`src/sv/assert_macros.svh`:
```
// ----------------------------------------------------------------------------
// Assertion macros
// Shared concurrent assertion helpers for the blend core RTL.
// ----------------------------------------------------------------------------
`ifndef ASSERT_MACROS_SVH
`define ASSERT_MACROS_SVH

// Check a property on every rising edge, skipped while reset is held.
`define ARFB_ASSERT(lbl, clk, rst_n, prop) \
    lbl: assert property (@(posedge clk) disable iff (!(rst_n)) (prop)) \
        else $error("assertion lbl failed");

// Check a property on every rising edge, reset included.
`define ARFB_ASSERT_ALWAYS(lbl, clk, prop) \
    lbl: assert property (@(posedge clk) (prop)) \
        else $error("assertion lbl failed");

`endif

```
`src/sv/arfb_pkg.sv`:
```
// ----------------------------------------------------------------------------
// arfb_pkg
// Types and constants shared by the rectangle fill blend core.
// ----------------------------------------------------------------------------
`timescale 1ns / 1ps
`default_nettype none

package arfb_pkg;

    localparam int unsigned DIM_W   = 13;
    localparam int unsigned LEN_W   = 14;
    localparam int unsigned PIX_W   = 12;
    localparam int unsigned COLOR_W = 24;
    localparam int unsigned CH_W    = 8;
    localparam int unsigned CFG_W   = 24;
    localparam int unsigned IDX_W   = 3;
    // signed coordinate span for edge math: -4096 .. 20478
    localparam int unsigned COORD_W = 16;

    localparam logic [DIM_W-1:0] SCREEN_W_RST = 13'd1024;
    localparam logic [DIM_W-1:0] SCREEN_H_RST = 13'd768;
    localparam logic [15:0]      ROUND_BIAS   = 16'd127;

    typedef enum logic [IDX_W-1:0] {
        t_idx_screen_width  = 3'd0,
        t_idx_screen_height = 3'd1,
        t_idx_rect_left     = 3'd2,
        t_idx_rect_top      = 3'd3,
        t_idx_rect_width    = 3'd4,
        t_idx_rect_height   = 3'd5,
        t_idx_fill_color    = 3'd6,
        t_idx_fill_alpha    = 3'd7
    } t_cfg_idx;

    typedef struct packed {
        logic        [DIM_W-1:0]   screen_width;
        logic        [DIM_W-1:0]   screen_height;
        logic signed [DIM_W-1:0]   rect_left;
        logic signed [DIM_W-1:0]   rect_top;
        logic        [LEN_W-1:0]   rect_width;
        logic        [LEN_W-1:0]   rect_height;
        logic        [COLOR_W-1:0] fill_color;
        logic        [CH_W-1:0]    fill_alpha;
    } t_cfg;

endpackage

`default_nettype wire

```
`src/sv/arfb_cfg.sv`:
```
// ----------------------------------------------------------------------------
// arfb_cfg
// Configuration register file, written through a plain index/data port.
// ----------------------------------------------------------------------------
`timescale 1ns / 1ps
`default_nettype none

module arfb_cfg (
    input  wire logic                         i_clk,
    input  wire logic                         i_rst_n,
    input  wire logic                         i_cfg_we,
    input  wire logic [arfb_pkg::IDX_W-1:0]   i_cfg_idx,
    input  wire logic [arfb_pkg::CFG_W-1:0]   i_cfg_data,
    output arfb_pkg::t_cfg                    o_cfg
);
    import arfb_pkg::*;

    t_cfg r_cfg;
    t_cfg n_cfg;

    always_comb begin
        n_cfg = r_cfg;
        if (i_cfg_we) begin
            case (t_cfg_idx'(i_cfg_idx))
                t_idx_screen_width:  n_cfg.screen_width  = i_cfg_data[DIM_W-1:0];
                t_idx_screen_height: n_cfg.screen_height = i_cfg_data[DIM_W-1:0];
                t_idx_rect_left:     n_cfg.rect_left     = $signed(i_cfg_data[DIM_W-1:0]);
                t_idx_rect_top:      n_cfg.rect_top      = $signed(i_cfg_data[DIM_W-1:0]);
                t_idx_rect_width:    n_cfg.rect_width    = i_cfg_data[LEN_W-1:0];
                t_idx_rect_height:   n_cfg.rect_height   = i_cfg_data[LEN_W-1:0];
                t_idx_fill_color:    n_cfg.fill_color    = i_cfg_data[COLOR_W-1:0];
                t_idx_fill_alpha:    n_cfg.fill_alpha    = i_cfg_data[CH_W-1:0];
                default:             n_cfg = r_cfg;
            endcase
        end
    end

    always_ff @(posedge i_clk) begin
        if (!i_rst_n) begin
            r_cfg.screen_width  <= SCREEN_W_RST;
            r_cfg.screen_height <= SCREEN_H_RST;
            r_cfg.rect_left     <= '0;
            r_cfg.rect_top      <= '0;
            r_cfg.rect_width    <= '0;
            r_cfg.rect_height   <= '0;
            r_cfg.fill_color    <= '0;
            r_cfg.fill_alpha    <= '0;
        end else begin
            r_cfg <= n_cfg;
        end
    end

    assign o_cfg = r_cfg;

endmodule

`default_nettype wire

```
`src/sv/arfb_clip.sv`:
```
// ----------------------------------------------------------------------------
// arfb_clip
// Registered hit test: pixel inside the rectangle, inside the screen, and
// alpha nonzero.
// ----------------------------------------------------------------------------
`timescale 1ns / 1ps
`default_nettype none

module arfb_clip #(
    parameter int unsigned MAX_DIM = 4096
) (
    input  wire logic                         i_clk,
    input  wire arfb_pkg::t_cfg               i_cfg,
    input  wire logic [arfb_pkg::PIX_W-1:0]   i_px,
    input  wire logic [arfb_pkg::PIX_W-1:0]   i_py,
    output logic                              o_hit
);
    import arfb_pkg::*;

    logic r_hit;
    logic n_hit;
    logic w_in_x;
    logic w_in_y;

    function automatic logic axis_inside(
        input logic        [PIX_W-1:0] p,
        input logic signed [DIM_W-1:0] start,
        input logic        [LEN_W-1:0] len,
        input logic        [DIM_W-1:0] lim
    );
        logic signed [COORD_W-1:0] ps;
        logic signed [COORD_W-1:0] ss;
        logic signed [COORD_W-1:0] es;
        logic                      on_screen;
        ps = $signed({{(COORD_W-PIX_W){1'b0}}, p});
        ss = {{(COORD_W-DIM_W){start[DIM_W-1]}}, start};
        es = ss + $signed({{(COORD_W-LEN_W){1'b0}}, len});
        // screen size above MAX_DIM clamps to MAX_DIM
        on_screen = ({1'b0, p} < lim) && (32'(p) < 32'(MAX_DIM));
        return on_screen && (len != '0) && (ps >= ss) && (ps < es);
    endfunction

    always_comb begin
        w_in_x = axis_inside(i_px, i_cfg.rect_left, i_cfg.rect_width, i_cfg.screen_width);
        w_in_y = axis_inside(i_py, i_cfg.rect_top, i_cfg.rect_height, i_cfg.screen_height);
        n_hit  = w_in_x && w_in_y && (i_cfg.fill_alpha != '0);
    end

    always_ff @(posedge i_clk) begin
        r_hit <= n_hit;
    end

    assign o_hit = r_hit;

endmodule

`default_nettype wire

```
`src/sv/arfb_blend_ch.sv`:
```
// ----------------------------------------------------------------------------
// arfb_blend_ch
// One 8-bit channel of (s*a + d*(255-a) + 127) / 255: products, sum, then a
// reciprocal divide by 255 on the registered sum.
// ----------------------------------------------------------------------------
`timescale 1ns / 1ps
`default_nettype none

module arfb_blend_ch (
    input  wire logic                        i_clk,
    input  wire logic [arfb_pkg::CH_W-1:0]   i_src,
    input  wire logic [arfb_pkg::CH_W-1:0]   i_dst,
    input  wire logic [arfb_pkg::CH_W-1:0]   i_alpha,
    output logic      [arfb_pkg::CH_W-1:0]   o_mix
);
    import arfb_pkg::*;

    logic [CH_W-1:0]   w_alpha_n;
    logic [2*CH_W-1:0] r_prod_s;
    logic [2*CH_W-1:0] r_prod_d;
    logic [2*CH_W-1:0] r_sum;
    logic [2*CH_W:0]   w_sum;
    logic [2*CH_W:0]   w_quot;

    // 255 - a is the bitwise complement of a at channel width
    assign w_alpha_n = ~i_alpha;

    always_ff @(posedge i_clk) begin
        r_prod_s <= {{CH_W{1'b0}}, i_src} * {{CH_W{1'b0}}, i_alpha};
        r_prod_d <= {{CH_W{1'b0}}, i_dst} * {{CH_W{1'b0}}, w_alpha_n};
    end

    // max sum is 255*255 + 127, which fits in 16 bits
    assign w_sum = {1'b0, r_prod_s} + {1'b0, r_prod_d} + {1'b0, ROUND_BIAS};

    always_ff @(posedge i_clk) begin
        r_sum <= w_sum[2*CH_W-1:0];
    end

    // x / 255 == (x + (x >> 8) + 1) >> 8 for every x in range
    assign w_quot = {1'b0, r_sum} + {{(CH_W+1){1'b0}}, r_sum[2*CH_W-1:CH_W]}
                    + {{(2*CH_W){1'b0}}, 1'b1};
    assign o_mix  = w_quot[2*CH_W-1:CH_W];

endmodule

`default_nettype wire

```
`src/sv/alpha_rect_fill_blend_core.sv`:
```
// ----------------------------------------------------------------------------
// alpha_rect_fill_blend_core
// Constant-alpha rectangle fill compositor for 24-bit RGB pixels.
// ----------------------------------------------------------------------------
// One pixel is accepted every clock: busy never rises, so start may be held
// high for a continuous pixel stream. Each accepted pixel comes back as a
// single-cycle o_strobe with o_new_color and o_written; the receiver must
// take it then. In order, the stages are the input register, the channel
// multipliers, the rounding sum and the divide-by-255 feeding the output
// register. Write configuration only while no pixel is in flight.
`timescale 1ns / 1ps
`default_nettype none

`include "assert_macros.svh"

module alpha_rect_fill_blend_core #(
    parameter int unsigned MAX_DIM = 4096
) (
    input  wire logic                           i_clk,
    input  wire logic                           i_rst_n,
    input  wire logic                           start,
    output logic                                busy,
    input  wire logic [arfb_pkg::PIX_W-1:0]     i_pixel_x,
    input  wire logic [arfb_pkg::PIX_W-1:0]     i_pixel_y,
    input  wire logic [arfb_pkg::COLOR_W-1:0]   i_dest_color,
    output logic                                o_strobe,
    output logic      [arfb_pkg::COLOR_W-1:0]   o_new_color,
    output logic                                o_written,
    input  wire logic                           i_cfg_we,
    input  wire logic [arfb_pkg::IDX_W-1:0]     i_cfg_idx,
    input  wire logic [arfb_pkg::CFG_W-1:0]     i_cfg_data
);
    import arfb_pkg::*;

    t_cfg               w_cfg;
    logic               w_hit_b;
    logic [COLOR_W-1:0] w_mix;

    logic               r_vld_a;
    logic [PIX_W-1:0]   r_px_a;
    logic [PIX_W-1:0]   r_py_a;
    logic [COLOR_W-1:0] r_dst_a;

    logic               r_vld_b;
    logic [COLOR_W-1:0] r_dst_b;

    logic               r_vld_c;
    logic               r_hit_c;
    logic [COLOR_W-1:0] r_dst_c;

    logic               r_strobe;
    logic [COLOR_W-1:0] r_new_color;
    logic               r_written;
    logic [COLOR_W-1:0] n_new_color;

    assign busy = 1'b0;

    arfb_cfg u_cfg (
        .i_clk      (i_clk),
        .i_rst_n    (i_rst_n),
        .i_cfg_we   (i_cfg_we),
        .i_cfg_idx  (i_cfg_idx),
        .i_cfg_data (i_cfg_data),
        .o_cfg      (w_cfg)
    );

    // stage A: capture the transaction
    always_ff @(posedge i_clk) begin
        if (!i_rst_n) begin
            r_vld_a <= 1'b0;
        end else begin
            r_vld_a <= start && !busy;
        end
    end

    always_ff @(posedge i_clk) begin
        r_px_a  <= i_pixel_x;
        r_py_a  <= i_pixel_y;
        r_dst_a <= i_dest_color;
    end

    arfb_clip #(
        .MAX_DIM (MAX_DIM)
    ) u_clip (
        .i_clk (i_clk),
        .i_cfg (w_cfg),
        .i_px  (r_px_a),
        .i_py  (r_py_a),
        .o_hit (w_hit_b)
    );

    for (genvar g = 0; g < COLOR_W / CH_W; g++) begin : g_ch
        arfb_blend_ch u_blend (
            .i_clk   (i_clk),
            .i_src   (w_cfg.fill_color[g*CH_W +: CH_W]),
            .i_dst   (r_dst_a[g*CH_W +: CH_W]),
            .i_alpha (w_cfg.fill_alpha),
            .o_mix   (w_mix[g*CH_W +: CH_W])
        );
    end

    // stages B and C: carry valid, hit and the original color alongside
    always_ff @(posedge i_clk) begin
        if (!i_rst_n) begin
            r_vld_b  <= 1'b0;
            r_vld_c  <= 1'b0;
            r_strobe <= 1'b0;
        end else begin
            r_vld_b  <= r_vld_a;
            r_vld_c  <= r_vld_b;
            r_strobe <= r_vld_c;
        end
    end

    always_ff @(posedge i_clk) begin
        r_dst_b <= r_dst_a;
        r_dst_c <= r_dst_b;
        r_hit_c <= w_hit_b;
    end

    // pass the pixel through untouched unless it was hit
    assign n_new_color = r_hit_c ? w_mix : r_dst_c;

    always_ff @(posedge i_clk) begin
        r_new_color <= n_new_color;
        r_written   <= r_hit_c;
    end

    assign o_strobe    = r_strobe;
    assign o_new_color = r_new_color;
    assign o_written   = r_written && r_strobe;

    `ARFB_ASSERT(a_latency, i_clk, i_rst_n, r_vld_a |-> ##3 o_strobe)
    `ARFB_ASSERT(a_no_orphan, i_clk, i_rst_n, o_strobe |-> $past(r_vld_a, 3))
    `ARFB_ASSERT(a_opaque, i_clk, i_rst_n,
        (o_written && (w_cfg.fill_alpha == 8'hFF)) |-> (o_new_color == w_cfg.fill_color))
    `ARFB_ASSERT(a_clear, i_clk, i_rst_n,
        (o_strobe && (w_cfg.fill_alpha == 8'h00)) |-> !o_written)
    `ARFB_ASSERT_ALWAYS(a_reset_quiet, i_clk, !i_rst_n |=> !o_strobe)

endmodule

`default_nettype wire
```
`config.mk`:
```
export PLATFORM = sky130hd
export DESIGN_NAME = alpha_rect_fill_blend_core
export DESIGN_NICKNAME = d
export VERILOG_FILES = /design/src/sv/arfb_pkg.sv /design/src/sv/arfb_cfg.sv /design/src/sv/arfb_clip.sv /design/src/sv/arfb_blend_ch.sv /design/src/sv/alpha_rect_fill_blend_core.sv
export VERILOG_INCLUDE_DIRS = /design/src /design/src/sv
export SDC_FILE = /design/constraint.sdc
export NUM_CORES = 2
export LEC_CHECK = 0
export BUFFER_PORTS_ARGS = -buffer_cell sky130_fd_sc_hd__clkbuf_2
export CORE_ASPECT_RATIO = 0.8
export CORE_MARGIN = 10
export CORE_UTILIZATION = 40
export CTS_CLUSTER_DIAMETER = 30
export DETAILED_ROUTE_END_ITERATION = 16
export GPL_TIMING_DRIVEN = 0
export RECOVER_POWER = 100
export SYNTH_ARGS = -nofsm -noshare
export SYNTH_HDL_FRONTEND = slang
export SYNTH_SLANG_ARGS = --single-unit
```
`constraint.sdc`:
```
create_clock -name i_clk -period 5.1 [get_ports i_clk]
set_input_delay 1.02 -clock i_clk [delete_from_list [all_inputs] [get_ports i_clk]]
set_output_delay 1.02 -clock i_clk [all_outputs]
set_load 0.01 [all_outputs]
```
Word level (Yosys, flattened, before mapping)
Cells that the tools add are included.

operators by class
  add/subtract/negate cells = 14
  multipliers = 6
  div/mod/pow operators = 0
  order comparisons = 6
  equality and inequality tests = 7
  shift-type cells = 0
  multiplexer cells = 1
  bitwise operators = 1
  reductions and logical operators = 21

operators by type and width
  cell                                            count
  multiplier 8 x 8 -> 16 bit                      6
  adder 16 x 1 -> 16 bit (second input constant)  3
  adder 16 bit                                    3
  adder 16 x 7 -> 16 bit (second input constant)  3
  adder 16 x 8 -> 16 bit                          3
  adder 13 x 15 -> 16 bit                         2
  less-than comparator 13 x 16 -> 1 bit           2
  nonzero test 14 bit                             2
  greater-or-equal comparator 13 bit              2
  less-than comparator 12 x 13 -> 1 bit           2
  2-to-1 mux 24 bit                               1
  AND reduction 2 bit                             8
  == test 3 bit (second input constant)           4
  logical AND 1 bit                               9
  inverter 8 bit                                  1
  nonzero test 8 bit                              1
  == test 3 x 2 -> 1 bit (second input constant)  2
  == test 3 x 1 -> 1 bit (second input constant)  1
  zero test 3 bit                                 1

storage, ports and cells
  register bits after elaboration = 383
  bits in latches = 0
  bits in writable memories = 0
  bits in read-only memories = 0
  bits of input ports = 79
  output and inout bits = 27
  logic and storage cells = 86
  memories = 0

Longest topological paths before layout
  word-level depth = 6
  depth in mapped cells = 19
  gate-level depth less buffers = 17

By module
Synthesis repeated with hierarchy kept, for this count alone.

unflattened totals
  cells, all modules = 3097
  area total of the unflattened synthesis = 29658.4 um^2

modules (own cells, without submodules)
  module                            times used  cells each  area an instance (um^2)  sequential area each (um^2)
  arfb_blend_ch at g_ch[0].u_blend  1           734         6638.9                   960.9
  arfb_blend_ch at g_ch[2].u_blend  1           711         6414.9                   960.9
  arfb_blend_ch at g_ch[1].u_blend  1           692         6386.1                   960.9
  arfb_cfg                          1           403         4137.7                   2242.2
  arfb_clip                         1           397         3119.2                   20.0
  alpha_rect_fill_blend_core        1           160         2961.6                   2522.4

Worst setup path before layout
Ideal clock, no wire load.

  kind = register to register
  start point = register u_cfg.r_cfg, in the netlist u_cfg.o_cfg[5]
  end point = register g_ch[0].u_blend.r_prod_s[15]
  setup time = 0.121 ns
  data arrival time = 4.389 ns
  data required time = 4.979 ns
  path slack = 0.591 ns
  stages on the path, launching flop included = 18
  path buffers = 2
  period minus slack after synthesis = 4.509 ns
  cell sequence = dfxtp_1 -> buf_1 -> clkbuf_1 -> nand2_1 -> fa_1 -> fa_1 -> inv_1 -> fa_1 -> inv_1 -> fa_1 -> inv_1 -> ha_1 -> a21boi_0 -> o21ai_1 -> a21oi_1 -> a41o_1 -> o41a_1 -> xnor2_1

between the ends
  word-level cells in the longest chain between the ends = 1

RTL lines
  what                        RTL line             RTL
  from (decl)                 arfb_cfg.sv:18       t_cfg r_cfg;
  from (signal assigned)      arfb_cfg.sv:49       r_cfg <= n_cfg;
  multiplier 8 x 8 -> 16 bit  arfb_blend_ch.sv:29  r_prod_s <= {{CH_W{1'b0}}, i_src} * {{CH_W{1'b0}}, i_alpha};
  to (signal assigned)        arfb_blend_ch.sv:29
  to (decl)                   arfb_blend_ch.sv:19  logic [2*CH_W-1:0] r_prod_s;

No other way between the ends.
A chain may end at the register's enable or synchronous reset.

Final worst setup path
  start point = register u_cfg.r_cfg, in the netlist u_cfg.o_cfg[6]
  end point = register g_ch[0].u_blend.r_prod_s[15]

Same word-level chain as after synthesis.

==> results by group <==
Outcome
  • Status: complete, no violations

Setup path
  • Crit path max-delay family: adder cells
  • Critical-path cell list: clkbuf_2 > nand2_1 > fa_1 > fa_1 > inv_1 > fa_1 > inv_1 > fa_1 > inv_1 > ha_1 > a21boi_0 > o21ai_1 > a21oi_1 > a41o_1 > o41a_1 > xnor2_1
  • Worst setup SP type: register
  • Required time worst endpoint: 5.62 ns
  • Reg2reg path depth: 16
  • Crit-path most repeated cell: fa_1
  • Worst Path Buf+Inv: 4
  • Slowest stage delay, CP: about 0.55 ns
  • Crit. End Element: register
  • CP max FO: 19
  • Crit path max-delay cell type: clkbuf_2
  • Crit Path Category: register to register
  • CP arrival: 5.33 ns
  • Crit. path cell count: 16

Run
  • Max cap viols: 0

Detailed routing
  • Routed Antenna Nets: 0
  • Routed len/inst: 16.49 um
  • DR vias/cell: 4.854
  • Drt first-iter violations: 1156
  • Post-route DRC: 0
  • First drt pass iteration count: 6
  • Total Wirelength: 71680 um
  • Vias: 21100

STA
  • Final Hold Vio Count: 0
  • FMAX: just over 200 MHz
  • Final period util: approximately 94%
  • Setup-failing EPs final: 0
  • TNS Setup: 0 ns
  • Fin crit period: around 4.8 ns
  • Hold Slack: 0.3224 ns
  • Worst-margin pin slew: 0.9512 ns
  • RSZ-0062 raised after global routing: false
  • Clk_skew: about 0.028 ns
  • Slew Viols, Final: 0
  • Slew HR: 34.95%

Logic synthesis
  • Yosys reg bits: 383
  • Post-synth EDFFs: 0
  • Syn nets: ~3900
  • Synth Cell Area: 28920 um2
  • Synth warn: 0
  • Register area share after synthesis: 26.51%
  • Synth Instances: 3154
  • Syn avg cell area: 9.169 um2
  • Async SR Flop Fraction: 0%
  • Distinct cells, synth: 68
  • Ys flop type: dfxtp_1

Floorplanning
  • Die Y: between 200 and 300 um
  • # IOs: 106
  • Die ar.: around 84000 um2
  • Initial core utilization: 40.22%
  • # rows: approximately 90
  • Die W: 320.6 um
  • Core footprint: 71900 um2

Clocking
  • Max Root-Sink Buffers: 3
  • # Post-CTS Setup Buffers: 0
  • CTS H-tree lvls: 3
  • Cts bufs inserted: 87
  • CTS Hold Bufs: 0
  • CTS root buffer: clkbuf_16
  • Clock tree from TritonCTS: yes
  • Reg clk slew, reported paths: 0.05 ns
  • Clock sinks: 383
  • Worst-skew pair later-pin latency: 0.66 ns

Placement
  • Final HPWL DP: 55420 um
  • Number of port buffers: 93
  • Inst Count DP: 4192
  • GPL Wtd Cong: 0.8613

Hold path
  • Worst min path class: register to register
  • Worst hold stages: 0

Global route
  • Initial antenna violation count: 4
  • Largest net degree at the start of global routing: 20
  • GRT overflow: 0
  • Total track usage: 17.44%
  • First-pass GRT wire length: 115900 um
  • Vias in the first global route: 21090

Finish
  • N_diodes: 0
  • Final #Nets: a little over 4000
  • Final non-filler cell total: 4347
  • # fillers: 6926
  • Share of post-route cells with drive strength above 1: 7.790%
  • Area Growth Syn to Fin: 16.22%

Pwr
  • Cell Pwr Density: approximately 440 nW/um2
  • Leak: 15.92 nW
  • Peak supply drop: 328.5 uV
## layout by cell type, fill, tap and decap left out, drive strengths merged, types with 97 or more instances in the layout
cell type,count
ha,422
nand2,316
fa,221
a21boi,123
xnor2,108
a21oi,112
nor2,97
inv,461
nor2b,186
and2,170
dfxtp,383
clkbuf,262
## synthesized netlist by cell type, types with 37 or more instances
| library cell | n | area share, % |
|---|---|---|
| a21boi_0 | 123 | 3.2 |
| a21oi_1 | 112 | 1.9 |
| and2_1 | 170 | 3.7 |
| clkbuf_1 | 76 | 0.99 |
| dfxtp_1 | 383 | 27 |
| fa_1 | 221 | 15 |
| ha_1 | 422 | 18 |
| inv_1 | 454 | 5.9 |
| nand2_1 | 316 | 4.1 |
| nand2b_1 | 57 | 1.2 |
| nand3_1 | 37 | 0.64 |
| nor2_1 | 97 | 1.3 |
| nor2b_1 | 186 | 4.0 |
| nor3_1 | 39 | 0.67 |
| xnor2_1 | 107 | 3.2 |
| xor2_1 | 45 | 1.4 |
## per-stage QoR
stage | total power [mW] | setup slack (ns) | utilization, % | area [um2]
floorplan | 7.975 | 0.5906 | - | 28920
global placement | 9.191 | -0.4202 | 42.51 | 30570
detailed placement | 9.225 | -0.4851 | 42.51 | 30570
CTS | 15.14 | 0.01494 | 46.78 | 33640
global route | 16.09 | 0.0002247 | 46.75 | 33610
finish | 14.94 | 0.2921 | 46.75 | 33610
## per-layer routing
layer | share of wire [%] | GRT usage (%)
met5 | 0.070 | 0
met3 | 6.6 | 4.776
met4 | 2.4 | 4.384
met1 | 50 | 24.67
met2 | 41 | 25.91
## area by class of cell
cell class	count	area, um2	area share [%]
Buffer	81	372.9	1.109
Clock buffer	104	2331	6.935
Clock inverter	57	748.2	2.226
Inverter	454	1704	5.070
Multi-Input combinational cell	2230	19180	57.07
Sequential cell	383	7667	22.81
Tap cell	945	1182	3.518
Timing Repair Buffer	93	422.9	1.258
## state kept, by name (all words and copies together), names as in the netlist, 24 cells and up
signal,cells
r_dst_c,24
g_ch.u_blend.r_prod_s,48
g_ch.u_blend.r_prod_d,48
o_new_color,24
u_cfg.o_cfg,112
r_dst_a,24
g_ch.u_blend.r_sum,48
r_dst_b,24
## logic make-up (layout without fill, tap and decap cells)
group                    count (synthesis)  in the layout  synth area share, %
AND/OR/NAND/NOR                        978            978                17.29
AO/OA/AOI/OAI                          455            455                10.84
adder cells (fa/ha/maj)                643            643                33.56
buffers and inverters                  541            789                7.126
flip-flops                             383            383                26.51
XOR/XNOR                               153            153                4.660
other                                    1              1              0.01297
## power by group
part           switching (mW)  internal, mW
sequential              0.293          3.51
clock                    1.90          3.85
combinational            2.95          2.44
## path summary, 6_finish.rpt
path,to,slack [ns],from
min reg2reg,r_dst_c[19],0.32,r_dst_b[19]
max,g_ch[0].u_blend.r_prod_s[15],0.29,u_cfg.o_cfg[6]
max reg2reg,g_ch[0].u_blend.r_prod_s[15],0.29,u_cfg.o_cfg[6]
min,r_dst_c[19],0.32,r_dst_b[19]
## repair_timing
item,in CTS,in global routing
cloned,0,0
endpoints found under the setup margin,19,21
resized for setup,8,46
No activity file was read; power rests on OpenSTA's default activity.
